==> src/sv/uvs_delay.sv <==
// ----------------------------------------------------------------------------
// uvs_delay: enabled delay line
// Carries side-band data alongside the arithmetic pipeline stages.
// ----------------------------------------------------------------------------
module uvs_delay #(
  parameter int W     = 8,
  parameter int DEPTH = 4
) (
  input  logic         clk,
  input  logic         en,
  input  logic [W-1:0] d,
  output logic [W-1:0] q
);

  logic [W-1:0] sh_r [DEPTH];

  always_ff @(posedge clk) begin
    if (en) begin
      sh_r[0] <= d;
      for (int n = 1; n < DEPTH; n++) begin
        sh_r[n] <= sh_r[n-1];
      end
    end
  end

  assign q = sh_r[DEPTH-1];

endmodule

==> config.mk <==
export PLATFORM = sky130hd
export DESIGN_NAME = uvs_delay
export DESIGN_NICKNAME = d
export VERILOG_FILES = /design/src/sv/uvs_delay.sv
export SDC_FILE = /design/constraint.sdc
export NUM_CORES = 1
export LEC_CHECK = 0
export ABC_AREA = 0
export BUFFER_PORTS_ARGS = -buffer_cell sky130_fd_sc_hd__buf_4
export CAP_MARGIN = 30
export CORE_UTILIZATION = 50
export CTS_CLUSTER_SIZE = 40
export DETAILED_ROUTE_END_ITERATION = 10
export PLACE_DENSITY_LB_ADDON = 0.3
export RECOVER_POWER = 100
export SLEW_MARGIN = 0
export SYNTH_ARGS = -nofsm -noshare
export SYNTH_HDL_FRONTEND = slang
export SYNTH_SLANG_ARGS = --single-unit
==> constraint.sdc <==
create_clock -name clk -period 1.3 [get_ports clk]
set_input_delay 0.065 -clock clk [delete_from_list [all_inputs] [get_ports clk]]
set_output_delay 0.065 -clock clk [all_outputs]
set_load 0.005 [all_outputs]
==> impl_results.md <==
- Met1 global-route usage: 15.0%
- Setup repair after global routing missed its margin: false
- Maxcap violations: 0
- Die height: 45.8 µm
- Average cell area after synthesis: 30.0 µm²
- Cell-by-cell trace of the critical path: clkbuf_4
- Number of diodes: 0
- DRC violation total after the first TritonRoute iteration: 5
- Seq/Total Area, Yosys: 100%
- Final-layout worst hold slack: 418 ps
- First-pass detailed-route iteration total: 3
- Max transition margin: 50.1%
- Clock tree root buffer cell: sky130_fd_sc_hd__clkbuf_4
- Instance area after placement: 0.00112 mm²
- Per-cell routed wire length: 12.0 µm
- Nets in the synthesized netlist: 42
- Via total after detailed routing: 408
- Share of cells above drive strength 1: 36.9%
- Fillcell total: 117
- Cell family contributing the most delay on the critical path: flip-flops
- Final critical delay including setup and external delays: 908 ps
- Gate count of the mapped netlist: 32
- Fmax: 1.10 GHz
- Total chip power: 1.81 mW
- Wire length of the first global-routing pass: 1590 µm
- Top area cells in the synthesized netlist: sky130_fd_sc_hd__edfxtp_1 100%
- Initial cell density of the core: 54.5%
- Total of endpoints with negative setup slack in the final report: 0
- Area fraction of the dominant cell type after synthesis: 100%
- DRC violations left: 0
- Combined area of the multi-input logic cells: 0 µm²
- Worst hold path stage count: 0
- Area growth from synthesis to layout: 29.9%
- Final instance area: 0.00125 mm²
- Comb_multi_in: 0
- Count of clock tree sinks: 32
- Result of the run: finished, final reports clean
- Flip-flop and latch count after synthesis: 32
- Top reg by flops: sh_r
- Busiest layer in global routing: met2
- CP max stage cell: sky130_fd_sc_hd__edfxtp_1
- Final wirelength: 1080 µm
- Logic depth of the worst register-to-register path: 0
- Initial antenna violation count: 0
- Count of endpoints failing hold in the final timing report: 0
- Cell count along the critical path: 1
- Data arrival time of the critical path: 840 ps
- Routed Antenna Nets: 0
- Number of top-level pins: 18
- Post-Route Setup TNS: 0 ps
- Final clock skew: 5.75 ps
- Max rail drop VDD: 0.00117 V
- Global routing usage on met3: 9.92%
- Global-route congestion overflow total: 0
- Crit. End Element: output port
- Met2 Track Usage GR: 15.5%
- Reported leakage power: 0.457 nW
- CTS tree: done
- Detailed Place HPWL: 522 µm
- Combined global-route utilization of all metal layers: 12.4%
- Count of input and output buffers: 17
- Crit Path Category: flip-flop to output port
- Net total in the final layout: 74
- Yosys warning total: 0
- Die Span X: 45.8 µm
- Maximum buffer depth of the clock tree: 2
- Max-slew violation count: 0
- Final estimated routing congestion in global placement: 0.596
- Power per Cell Area: 1450 mW/mm²
- Area of the die: 0.00210 mm²
- Startpoint type of the worst setup path: flip-flop
- Latest clock arrival within the worst-skew pair: 320 ps
- Ratio of routed vias to standard cells: 4.53
- Peak per-stage delay on the critical path: 380 ps
- TritonCTS Buffers: 5
- Max reg flops: 32
- Highest net fanout along the worst path: 1
- CTS-repair resized insts: 0
- Number of H-tree levels: 2
- Pin count of the biggest net entering global routing: 33
- Vias in the first global route: 362
- Transition time at the pin with the least slew margin: 748 ps
- Number of library cell types mapped by synthesis: 1
- Area of the placeable core: 0.00176 mm²
- Netlist Area Pre-Place: 961 µm²
- Crit path required time: 1240 ps
- Final cycle utilization of the critical path: 69.8%
- Biggest registers after layout: sh_r x32
- Largest area contributor in the netlist: sky130_fd_sc_hd__edfxtp_1
- Row count: 15
- Hold buffer count at cts: 8
- Post-CTS Repair Setup Buffers: 0
- Buffers plus inverters on the worst setup path: 1
- Path type of the worst min-delay path: flip-flop to flip-flop
- Clock Pin Slew Worst Setup and Hold Paths: 90 ps
[per-layer routing]
metal / wire (µm) / share of wire (%) / vias to the layer above
met3: 90 / 8.3 / 3
met2: 477 / 44 / 22
met1: 493 / 46 / 190
met5: 0 / 0 / -
met4: 20 / 1.9 / 0
li1: - / - / 193
[cell usage in the layout, fill, tap and decap left out, drive strengths merged]
cell type    count
clkinv           3
clkbuf          22
dlygate4sd3      8
edfxtp          32
[Yosys cell counts]
cell type                  instances
sky130_fd_sc_hd__edfxtp_1         32
[kinds of logic after synthesis]
group	Yosys count	share of synthesized area [%]
flops	32	100
[per-stage QoR]
stage | util [%] | worst slack (ps) | std cells
6_report | 70.8 | 392 | 90
5_1_grt | 70.8 | 337 | 90
4_1_cts | 70.9 | 361 | 90
3_5_place_dp | 63.5 | 535 | 74
3_3_place_gp | 63.5 | 578 | 74
2_1_floorplan | - | 711 | 32
[report_power, final]
part / internal [mW] / switching [mW]
Sequential: 1.21 / 0.0159
Combinational: 0.0446 / 0.0300
Clock: 0.198 / 0.303
Total: 1.46 / 0.349
[cell type report]
| cell class | instances | area [µm²] | area share (%) |
|---|---|---|---|
| clock buffers | 5 | 37.5 | 3.01 |
| clock inverters | 3 | 13.8 | 1.10 |
| flip-flops and latches | 32 | 961 | 77.0 |
| well taps | 25 | 31.3 | 2.51 |
| repair buffers | 25 | 205 | 16.4 |
[final timing paths]
kind,start,slack [ps],endpoint
hold reg to reg,sh_r[1][2],420,sh_r[2][2]
hold / removal,sh_r[1][2],420,sh_r[2][2]
setup / recovery,sh_r[3][3],390,q[3]
setup reg to reg,sh_r[0][4],650,sh_r[1][4]
No activity file was read; power rests on OpenSTA's default activity.
