**src/sv/uvs_pkg.sv**
```systemverilog
// ----------------------------------------------------------------------------
// uvs_pkg: shared types and constants of the UV sphere vertex generator
// Fixed widths, divider geometry, trig constants and pipeline side-band types.
// ----------------------------------------------------------------------------
package uvs_pkg;

  localparam int MAX_RESOLUTION = 256;

  // configuration register indexes
  typedef logic [0:0] cfg_idx_t;
  localparam cfg_idx_t CFG_SPHERE_RADIUS  = 1'b0;
  localparam cfg_idx_t CFG_GRID_RESOLUTION = 1'b1;

  localparam int RES_W      = 9;
  localparam int NUM_W      = 10;
  localparam int QFRAC_W    = 25;
  localparam int QUO_W      = NUM_W + QFRAC_W;
  localparam int DIV_BPS    = 5;
  localparam int DIV_STAGES = QUO_W / DIV_BPS;

  localparam int PHASE_W = 24;

  localparam logic [31:0] PI_Q30  = 32'hC90FDAA2;
  localparam logic [30:0] Q30_ONE = 31'h4000_0000;

  // reciprocal multipliers, exact for dividends below 2^30
  localparam int SH_42 = 36;
  localparam int SH_20 = 35;
  localparam int SH_6  = 33;
  localparam int SH_56 = 36;
  localparam int SH_30 = 35;
  localparam int SH_12 = 34;
  localparam logic [30:0] MAG_42 = 31'(((64'd1 << SH_42) + 64'd41) / 64'd42);
  localparam logic [30:0] MAG_20 = 31'(((64'd1 << SH_20) + 64'd19) / 64'd20);
  localparam logic [30:0] MAG_6  = 31'(((64'd1 << SH_6)  + 64'd5)  / 64'd6);
  localparam logic [30:0] MAG_56 = 31'(((64'd1 << SH_56) + 64'd55) / 64'd56);
  localparam logic [30:0] MAG_30 = 31'(((64'd1 << SH_30) + 64'd29) / 64'd30);
  localparam logic [30:0] MAG_12 = 31'(((64'd1 << SH_12) + 64'd11) / 64'd12);

  typedef struct packed {
    logic        err;
    logic        k;
    logic        last;
    logic [17:0] vnum;
  } side_e_t;

  typedef struct packed {
    logic        err;
    logic        k;
    logic [17:0] vnum;
    logic [16:0] tex_s;
    logic [15:0] tex_t;
  } side_f_t;

endpackage

```
**src/sv/uvs_div.sv**
```systemverilog
// ----------------------------------------------------------------------------
// uvs_div: pipelined restoring divider
// Gives floor(num * 2^QFRAC_W / den), a few quotient bits per stage.
// ----------------------------------------------------------------------------
module uvs_div (
  input  logic                        clk,
  input  logic                        en,
  input  logic [uvs_pkg::NUM_W-1:0]   num,
  input  logic [uvs_pkg::RES_W-1:0]   den,
  output logic [uvs_pkg::QUO_W-1:0]   quo
);

  localparam int NS = uvs_pkg::DIV_STAGES;
  localparam int QW = uvs_pkg::QUO_W;
  localparam int RW = uvs_pkg::RES_W;

  logic [RW-1:0] rem_r  [NS];
  logic [QW-1:0] rest_r [NS];
  logic [QW-1:0] quo_r  [NS];
  logic [RW-1:0] rem_nxt  [NS];
  logic [QW-1:0] rest_nxt [NS];
  logic [QW-1:0] quo_nxt  [NS];

  always_comb begin
    logic [RW-1:0] rem;
    logic [RW:0]   rem2;
    logic [QW-1:0] rest;
    logic [QW-1:0] q;
    for (int s = 0; s < NS; s++) begin
      if (s == 0) begin
        rem  = '0;
        rest = {num, {uvs_pkg::QFRAC_W{1'b0}}};
        q    = '0;
      end else begin
        rem  = rem_r[s-1];
        rest = rest_r[s-1];
        q    = quo_r[s-1];
      end
      for (int b = 0; b < uvs_pkg::DIV_BPS; b++) begin
        rem2 = {rem, rest[QW-1]};
        rest = {rest[QW-2:0], 1'b0};
        if (rem2 >= {1'b0, den}) begin
          rem2 = rem2 - {1'b0, den};
          q    = {q[QW-2:0], 1'b1};
        end else begin
          q    = {q[QW-2:0], 1'b0};
        end
        rem = rem2[RW-1:0];
      end
      rem_nxt[s]  = rem;
      rest_nxt[s] = rest;
      quo_nxt[s]  = q;
    end
  end

  always_ff @(posedge clk) begin
    if (en) begin
      for (int s = 0; s < NS; s++) begin
        rem_r[s]  <= rem_nxt[s];
        rest_r[s] <= rest_nxt[s];
        quo_r[s]  <= quo_nxt[s];
      end
    end
  end

  assign quo = quo_r[NS-1];

endmodule

```
**config.mk**
```make
export PLATFORM = sky130hd
export DESIGN_NAME = uvs_div
export DESIGN_NICKNAME = d
export VERILOG_FILES = /design/src/sv/uvs_pkg.sv /design/src/sv/uvs_div.sv
export SDC_FILE = /design/constraint.sdc
export NUM_CORES = 1
export LEC_CHECK = 0
export BUFFER_PORTS_ARGS = -buffer_cell sky130_fd_sc_hd__buf_2
export CORE_MARGIN = 2
export CORE_UTILIZATION = 50
export CTS_CLUSTER_DIAMETER = 200
export DETAILED_ROUTE_END_ITERATION = 12
export GPL_ROUTABILITY_DRIVEN = 0
export PLACE_DENSITY = 0.65
export SYNTH_ARGS = -nofsm -noshare
export SYNTH_HDL_FRONTEND = slang
export SYNTH_SLANG_ARGS = --single-unit
```
**constraint.sdc**
```tcl
create_clock -name clk -period 16.9 [get_ports clk]
set_input_delay 3.38 -clock clk [delete_from_list [all_inputs] [get_ports clk]]
set_output_delay 3.38 -clock clk [all_outputs]
set_load 0.01 [all_outputs]
```
==> out/metrics.cfg, run 1 <==
[run_status]
status=finished clean

[routing]
avgRoutedWirePerCell_um=18.4
ant_nets=0
drtIter0Drc=1188
viasPerCell=6.04
drc=0
wl_um=53000
first_pass_iters=6
vias=17383

[floorplanning]
ios=56
fp.dieH_um=210
start_util_pct=50.5
rows=75
core_area_um2=41900
dieWidth_um=210
die-area_um2=43900

[sta]
timing.final.crit_period_ns=15.45
clock_skew_ns=0.0142
slew_headroom_pct=23.7
setup_viol=0
post-route-period-util_pct=91.4
tightest_slew_ns=1.14
rsz0062_at_grt=false
tns_ns=0
final_max_slew_viol_count=0
hold_viol=0
timing.fmax_mhz=64.7

[synthesis]
ys_async_sr_fraction_pct=0
yosys.area.top_type=edfxtp_1
synth.ff_latch_count=199
synthCells=2263
yosysSeqAreaShare_pct=28.3
synth_area_leaders=edfxtp_1 28%, ha_1 17%, xnor2_1 4.8%, mux2_2 4.7%, a21oi_1 4.4%
syn_avg_cell_area_um2=9.33
synth-edff-count=199
yosysMostFrequentCell=ha_1
netlist.area_leader.share_pct=28.3
ys_top_cells_by_count=287 x ha_1, 199 x edfxtp_1, 186 x a21oi_1, 165 x nor2_1, 137 x o21ai_0
syn_area_um2=21100
syn_nets=2585
ys.warnings.count=0
yosys_most_used_dff=edfxtp_1
yosys.cell_types.count=84

[hold_path]
worstHoldStart=quo_r[3][12]$_DFFE_PP_
worstHoldPathCells=0
holdPathEnd=quo_r[4][17]$_DFFE_PP_
min_path_type=flop to flop

[cells_and_area]
antenna_cells=0
syn_to_final_growth_pct=7.61
drive_above_1_share_pct=11.2
final_nets=2648

[clock_tree]
ctsResizeCount=0
postCtsSetupBuffers=0
clkTransAtPathRegs_ns=0.08
root_buffer=clkbuf_16
cts_hold_buf=0
cts_buffer_depth=2
cts_max_level=4
clock-sinks=199
cts_buffers=17
cts_tree=built
clk_latency_ns=0.51

[critical_path]
rr_startpoint=rest_r[0][29]$_DFFE_PP_
r2r_end=rem_r[1][8]$_DFFE_PP_
critPathLaunch=den[5]
cp.required_ns=17.15
arrival_ns=15.70
crit_type=input port to flop
reg2reg_depth=47
crit_fanout=18
critPathCaptureType=flop
critPathMaxStageDelay_ns=0.78
crit_slowest_cell=a211oi_2
cp-start-kind=input port
rrSetupSlack_ns=4.60

[place]
place_hpwl_um=39500
portBuffers=55

[grt]
grt.total_usage_pct=24.4
grt_max_degree=77
antenna_found_initial=0
grt_pass1_wl_um=85300
grt_pass1_vias=16780
gr-total-overflow=0

[flow_run]
drv_cap=0

[cells by family after synthesis]
| kind of cell | after synthesis | synth area share (%) |
|---|---|---|
| compound gates | 702 | 22.1 |
| flops | 199 | 28.3 |
| mux | 120 | 6.26 |
| buf+inv | 173 | 3.23 |
| fa+ha+maj | 301 | 18.3 |
| xor+xnor | 189 | 7.84 |
| simple gates | 579 | 13.9 |
[worst max-delay path by stage]
stage | depth (start not counted) | slack, ns | endpoint
final | 48 | 1.45 | rem_r[1][8]$_DFFE_PP_
after global routing | 48 | 0.53 | rem_r[1][8]$_DFFE_PP_
after CTS | 48 | 1.70 | rem_r[1][8]$_DFFE_PP_
after detailed placement | 48 | 1.23 | rem_r[1][8]$_DFFE_PP_
after global placement | 48 | 1.38 | rem_r[1][8]$_DFFE_PP_
after floorplan | 54 | 1.02 | rem_r[3][5]$_DFFE_PP_
[sequential cells by signal (all words and copies together) (netlist names)]
| name | flops |
|---|---|
| quo_r | 140 |
| rem_r | 54 |
| rest_r | 5 |
[layer usage]
layer / part of all wire, % / vias up / global-route usage [%]
li1: - / 8656 / -
met1: 46 / 8188 / 32.3
met2: 46 / 450 / 40.1
met3: 4.8 / 89 / 4.34
met4: 2.8 / 0 / 9.15
met5: 0 / - / 0
[cells in the final DEF, fill, tap and decap left out, types with 12 or more instances in the layout]
cell type / count
ha_1: 287
o211ai_1: 19
nor3_1: 54
nor2_1: 165
nand2_1: 98
o21ai_0: 137
o31ai_1: 14
mux2i_1: 29
inv_2: 12
clkbuf_16: 17
and3_1: 18
or3_1: 21
a21o_1: 114
xnor2_1: 115
inv_1: 114
o21a_1: 33
buf_2: 54
nand4_1: 26
o21bai_1: 36
mux2_2: 89
a31oi_1: 12
or2_2: 18
and2_1: 25
a21oi_1: 186
buf_4: 30
nand2b_1: 39
nor2b_1: 45
a211oi_1: 21
a221o_1: 25
edfxtp_1: 199
nand3_1: 34
xor2_1: 74
fa_1: 14
[critical path, delay by kind of cell]
kind / cells / cell delay (ns)
mux: 3 / 1.08
compound gates: 19 / 5.62
fa+ha+maj: 5 / 1.88
simple gates: 13 / 1.87
buf+inv: 8 / 1.83
[cell type report]
type	instances	area (µm²)
Fill cell	3786	19100
Tap cell	539	674
Multi-Input combinational cell	1891	14500
Timing Repair Buffer	85	510
Inverter	132	495
Clock buffer	17	425
Sequential cell	199	5980
Clock inverter	15	184
[stage by stage]
step	setup WS (ns)	utilization, %	instance area (µm²)	hold WS, ns	std cells
3_3_place_gp	1.38	52.8	22100	0.401	2846
5_1_grt	0.528	54.3	22700	0.427	2878
6_report	1.45	54.3	22700	0.420	2878
3_5_place_dp	1.23	52.8	22100	0.405	2846
4_1_cts	1.70	54.3	22700	0.422	2878
2_1_floorplan	1.02	-	21100	0.400	2263
Power of run 1 is left out: the tool's default activity adds up to more than one toggle a clock period on the data nets, which glitch-free logic cannot reach.
==> run 2, diff against run 1 <==
--- a/config.mk
+++ b/config.mk
@@ -5,13 +5,14 @@
 export SDC_FILE = /design/constraint.sdc
 export NUM_CORES = 1
 export LEC_CHECK = 0
+export ABC_AREA = 1
 export BUFFER_PORTS_ARGS = -buffer_cell sky130_fd_sc_hd__buf_2
 export CORE_MARGIN = 2
-export CORE_UTILIZATION = 50
+export CORE_UTILIZATION = 31
 export CTS_CLUSTER_DIAMETER = 200
 export DETAILED_ROUTE_END_ITERATION = 12
 export GPL_ROUTABILITY_DRIVEN = 0
-export PLACE_DENSITY = 0.65
+export PLACE_DENSITY = 0.44
 export SYNTH_ARGS = -nofsm -noshare
 export SYNTH_HDL_FRONTEND = slang
 export SYNTH_SLANG_ARGS = --single-unit
==> out/metrics.cfg, run 2 <==
[synthesis]
netlist.area_leader.share_pct=26.8  ; -1.5 points
syn_area_um2=22300  ; +5.6%
synth-edff-count=199  ; unchanged
yosys.area.top_type=edfxtp_1
synth.ff_latch_count=199  ; unchanged
ys_top_cells_by_count=904 x nand2_1, 380 x inv_1, 287 x ha_1, 255 x nand3_1, 201 x a21oi_1
yosysSeqAreaShare_pct=26.8  ; -1.5 points
ys.warnings.count=0  ; unchanged
yosysMostFrequentCell=nand2_1
ys_async_sr_fraction_pct=0  ; unchanged
synth_area_leaders=edfxtp_1 27%, ha_1 16%, nand2_1 15%, inv_1 6.4%, nand3_1 5.7%
syn_nets=3358  ; +30%
synthCells=3036  ; +34%
yosys.cell_types.count=54  ; -36%
yosys_most_used_dff=edfxtp_1
syn_avg_cell_area_um2=7.35  ; -21%

[critical_path]
reg2reg_depth=47  ; unchanged
rr_startpoint=rest_r[0][29]$_DFFE_PP_
critPathLaunch=den[5]
cpMostUsedCell=nand2_1
critPathMaxStageDelay_ns=0.67  ; -0.11 ns
crit_fanout=16  ; -2
crit_slowest_cell=a221oi_2
crit_type=input port to flop
critPathCaptureType=flop
r2r_end=rem_r[1][0]$_DFFE_PP_
cp.required_ns=17.27  ; +0.12 ns
cp-start-kind=input port
arrival_ns=13.52  ; -2.18 ns
rrSetupSlack_ns=6.78  ; +2.18 ns

[run_status]
status=finished clean

[flow_run]
drv_cap=0  ; unchanged

[hold_path]
worstHoldStart=quo_r[4][4]$_DFFE_PP_
min_path_type=flop to flop
holdPathEnd=quo_r[5][9]$_DFFE_PP_
worstHoldPathCells=0  ; unchanged

[sta]
hold_viol=0  ; unchanged
tns_ns=0  ; unchanged
rsz0062_at_grt=false
final_max_slew_viol_count=0  ; unchanged
setup_viol=0  ; unchanged
slew_headroom_pct=37.3  ; +14 points
clock_skew_ns=0.0133  ; -0.000927 ns
post-route-period-util_pct=77.8  ; -14 points
timing.final.crit_period_ns=13.15  ; -2.30 ns
tightest_slew_ns=0.941  ; -0.199 ns
timing.fmax_mhz=76.0  ; +17%

[routing]
wl_um=63100  ; +19%
drtIter0Drc=1119  ; -5.8%
first_pass_iters=5  ; -1
avgRoutedWirePerCell_um=15.5  ; -16%
ant_nets=0  ; unchanged
viasPerCell=4.90  ; -19%
vias=19899  ; +14%
drc=0  ; unchanged

[clock_tree]
cts_max_level=4  ; unchanged
root_buffer=clkbuf_16
cts_tree=built
ctsResizeCount=0  ; unchanged
clk_latency_ns=0.50  ; about the same
postCtsSetupBuffers=0  ; unchanged
clock-sinks=199  ; unchanged
cts_buffer_depth=2  ; unchanged
cts_hold_buf=0  ; unchanged
clkTransAtPathRegs_ns=0.09  ; about the same
cts_buffers=17  ; unchanged

[grt]
grt_pass1_wl_um=103000  ; +20%
gr-total-overflow=0  ; unchanged
grt.total_usage_pct=17.3  ; -7.2 points
antenna_found_initial=0  ; unchanged
grt_pass1_vias=19856  ; +18%
grt_max_degree=74  ; -3.9%

[cells_and_area]
fin_area_um2=24400  ; +7.2%
largest_register=quo_r
syn_to_final_growth_pct=9.22
final_util_pct=34.1  ; -20 points
antenna_cells=0  ; unchanged
fillers=7555  ; +100%
drive_above_1_share_pct=6.69  ; -4.5 points
largest_register_ffs=140  ; unchanged
layout_common_cells=904 x nand2_1, 373 x inv_1, 287 x ha_1, 255 x nand3_1, 201 x a21oi_1
final_nets=3416  ; +29%
largestRegisters=quo_r (140), rem_r (54), rest_r (5)
final_common_cell=nand2_1

[place]
place_hpwl_um=47100  ; +19%
place_area_um2=23700  ; +7.3%
portBuffers=55  ; unchanged

[floorplanning]
core_area_um2=71400  ; +71%
die-area_um2=74100  ; +69%
rows=98  ; +31%
dieWidth_um=272  ; +30%
fp.dieH_um=272  ; +30%
start_util_pct=31.3  ; -19 points
ios=56  ; unchanged

## run 2: worst max-delay path, delay by kind of cell
kind | cells | cell delay [ns]
buffers and inverters | 6 | 1.09
AND/OR/NAND/NOR | 24 | 3.54
AO/OA/AOI/OAI | 14 | 3.58
adder cells (fa/ha/maj) | 5 | 1.93
## run 2: cells by family after synthesis
family	Yosys count	synth area share, %
DFF	199	26.8
AOI/OAI and AO/OA	406	10.6
and+or+nand+nor	1485	29.3
xor gates and xnor gates	212	8.32
buffers and inverters	433	7.59
adders and majority gates	301	17.4
## run 2: stage by stage
| stage | hold WS, ns | instances | worst slack [ns] |
|---|---|---|---|
| 3_5_place_dp | 0.405 | 4025 | 3.29 |
| 2_1_floorplan | 0.400 | 3036 | 5.06 |
| 3_3_place_gp | 0.402 | 4025 | 3.36 |
| 6_report | 0.418 | 4057 | 3.75 |
| 5_1_grt | 0.428 | 4057 | 2.65 |
| 4_1_cts | 0.419 | 4057 | 3.82 |
## run 2: cell type report
| class | instances | area, µm² | area share (%) |
|---|---|---|---|
| Clock buffer | 18 | 429 | 1.76 |
| Clock inverter | 14 | 193 | 0.791 |
| Inverter | 397 | 1490 | 6.13 |
| Multi-Input combinational cell | 2404 | 14600 | 60.1 |
| Sequential cell | 199 | 5980 | 24.5 |
| Tap cell | 950 | 1190 | 4.88 |
| Timing Repair Buffer | 75 | 448 | 1.84 |
## run 2: worst max-delay path by stage
stage	end	slack, ns
3_3_place_gp	rem_r[1][7]$_DFFE_PP_	3.36
6_report	rem_r[1][0]$_DFFE_PP_	3.75
2_1_floorplan	rem_r[5][0]$_SDFFCE_PN0P_	5.06
4_1_cts	rem_r[1][0]$_DFFE_PP_	3.82
3_5_place_dp	rem_r[1][0]$_DFFE_PP_	3.29
5_1_grt	rem_r[1][8]$_DFFE_PP_	2.65
## run 2: metal layers
layer / vias up / track usage [%] / part of all wire [%] / routed length (µm)
met1: 9239 / 22.2 / 47 / 29900
met4: 0 / 5.80 / 2.7 / 1720
met5: - / 0 / 0 / 0
met3: 91 / 2.37 / 2.8 / 1760
li1: 10266 / - / - / -
met2: 303 / 29.6 / 47 / 29700
Power of run 2 is left out for the same reason.
==> run 3, diff against run 2 <==
--- a/config.mk
+++ b/config.mk
@@ -5,7 +5,7 @@
 export SDC_FILE = /design/constraint.sdc
 export NUM_CORES = 1
 export LEC_CHECK = 0
-export ABC_AREA = 1
+export ABC_AREA = 0
 export BUFFER_PORTS_ARGS = -buffer_cell sky130_fd_sc_hd__buf_2
 export CORE_MARGIN = 2
 export CORE_UTILIZATION = 31
==> constraint.sdc (replaced) <==
create_clock -name clk -period 13.4 [get_ports clk]
set_input_delay 2.68 -clock clk [delete_from_list [all_inputs] [get_ports clk]]
set_output_delay 2.68 -clock clk [all_outputs]
set_load 0.01 [all_outputs]
==> out/metrics.cfg, run 3 (synthesized netlist as in run 1, its figures left out) <==
[run_status]
status=finished clean

[critical_path]
endpoint=rem_r[3][5]$_DFFE_PP_
critPathMaxStageDelay_ns=0.43  ; -0.24 ns
cp.required_ns=13.67  ; -3.60 ns
crit_type=input port to flop
rrSetupSlack_ns=2.50  ; -4.28 ns
arrival_ns=13.13  ; -0.39 ns
critPathCaptureType=flop
cp-start-kind=input port
crit_slowest_cell=a221o_1
rr_startpoint=rem_r[2][4]$_DFFE_PP_
reg2reg_depth=47  ; unchanged
cpMostUsedCell=a221o_1
r2r_end=rem_r[3][5]$_DFFE_PP_
crit_fanout=14  ; -2
critPathLaunch=den[1]

[sta]
slew_headroom_pct=36.4  ; -0.85 points
clock_skew_ns=0.0164  ; +0.00318 ns
timing.final.crit_period_ns=12.86
setup_viol=0  ; unchanged
timing.fmax_mhz=77.7
final_max_slew_viol_count=0  ; unchanged
tightest_slew_ns=0.954  ; +0.0127 ns
hold_viol=0  ; unchanged
setup_ws_ns=0.535  ; -3.21 ns
post-route-period-util_pct=96.0

[flow_run]
drv_cap=0  ; unchanged

[cells_and_area]
layout_common_cells=279 x ha_1, 199 x edfxtp_1, 185 x a21oi_1, 162 x nor2_1, 131 x o21ai_0
antenna_cells=0  ; unchanged
largestRegisters=quo_r (140), rem_r (54), rest_r (5)
final_common_cell=ha_1
drive_above_1_share_pct=16.7  ; +10 points
largest_register=quo_r
largest_register_ffs=140  ; unchanged
fillers=6828  ; -9.6%
final_nets=2743  ; -20%
syn_to_final_growth_pct=14.6

[clock_tree]
cts_buffers=17  ; unchanged
clkTransAtPathRegs_ns=0.09  ; about the same
cts_hold_buf=0  ; unchanged
cts_tree=built
clk_latency_ns=0.51  ; about the same
root_buffer=clkbuf_16
clock-sinks=199  ; unchanged
cts_buffer_depth=2  ; unchanged
cts_max_level=4  ; unchanged

[grt]
grt_max_degree=79  ; +6.8%
grt_pass1_vias=17346  ; -13%
grt.total_usage_pct=17.3  ; +0.091 points
antenna_found_initial=0  ; unchanged
grt_pass1_wl_um=95400  ; -7.1%
gr-total-overflow=0  ; unchanged

[routing]
vias=17607  ; -12%
wl_um=61000  ; -3.3%
drtIter0Drc=1134  ; +1.3%
drc=0  ; unchanged
ant_nets=0  ; unchanged
first_pass_iters=7  ; +2
avgRoutedWirePerCell_um=18.5  ; +19%
viasPerCell=5.32  ; +8.5%

[floorplanning]
ios=56  ; unchanged
start_util_pct=31.4  ; +0.13 points
dieWidth_um=265  ; -2.7%
fp.dieH_um=265  ; -2.7%
rows=95  ; -3.1%
core_area_um2=67300  ; -5.7%
die-area_um2=70200  ; -5.3%

[hold_path]
min_path_type=flop to flop

[place]
portBuffers=55  ; unchanged
place_hpwl_um=46700  ; -0.82%
dp_slack_ns=-0.254  ; -3.55 ns

==> run 3: cell types whose count changed in the layout (fill, tap and decap cells not counted), sizes merged, moves of 39 or more <==
cell,delta
nand2,-821
nand3,-247
inv,-263
xor2,-43
mux2,+90
nand2b,+39
a21o,+97
nor2b,+45
buf,+105
==> run 3: repair_timing <==
action | 4_1_cts | 5_1_grt
endpoints found under the setup margin | 0 | 57
setup buffers | 0 | 7
gates resized for setup | 0 | 16
==> run 3: per-layer routing <==
metal	track usage (%)	wire (µm)	vias to the layer above
met3	2.64	1740	50
met4	4.55	943	0
met5	0	0	-
met1	22.7	29000	8446
li1	-	-	8850
met2	29.8	29300	261
==> run 3: worst min-delay path by stage <==
stage / slack, ns / to / from / depth (start not counted)
2_1_floorplan: 0.40 / quo_r[1][5]$_DFFE_PP_ / quo_r[0][0]$_DFFE_PP_ / 0
3_3_place_gp: 0.40 / quo_r[4][11]$_DFFE_PP_ / quo_r[3][6]$_DFFE_PP_ / 0
3_5_place_dp: 0.40 / quo_r[4][11]$_DFFE_PP_ / quo_r[3][6]$_DFFE_PP_ / 0
4_1_cts: 0.42 / quo_r[4][11]$_DFFE_PP_ / quo_r[3][6]$_DFFE_PP_ / 0
5_1_grt: 0.42 / quo_r[4][11]$_DFFE_PP_ / quo_r[3][6]$_DFFE_PP_ / 0
6_report: 0.41 / quo_r[4][11]$_DFFE_PP_ / quo_r[3][6]$_DFFE_PP_ / 0
==> run 3: worst max-delay path: cells and delay by family <==
family	cells	cell delay, ns
adders and majority gates	5	1.47
and+or+nand+nor	12	2.07
muxes	2	0.45
AOI/OAI and AO/OA	22	5.16
buffers and inverters	9	1.29
==> run 3: stage by stage <==
| step | instances | TNS, ns | util (%) | hold WS (ns) | cell area, µm² |
|---|---|---|---|---|---|
| final | 3307 | 0 | 36.0 | 0.414 | 24200 |
| after floorplan | 2263 | -0.677 | - | 0.400 | 21400 |
| after global placement | 3268 | -1.41 | 34.9 | 0.402 | 23500 |
| after CTS | 3300 | 0 | 35.8 | 0.416 | 24100 |
| after global routing | 3307 | -0.0151 | 36.0 | 0.424 | 24200 |
| after detailed placement | 3268 | -1.83 | 34.9 | 0.405 | 23500 |
==> run 3: layout make-up <==
class / instances / area (µm²) / share of cell area, %
clock inverters: 15 / 160 / 0.662
inverters: 132 / 503 / 2.08
clock buffers: 17 / 425 / 1.76
multi-input cells: 1891 / 14700 / 60.8
flip-flops and latches: 199 / 5980 / 24.7
repair buffers: 180 / 1330 / 5.48
well taps: 873 / 1090 / 4.52
Power of run 3 is left out for the same reason.
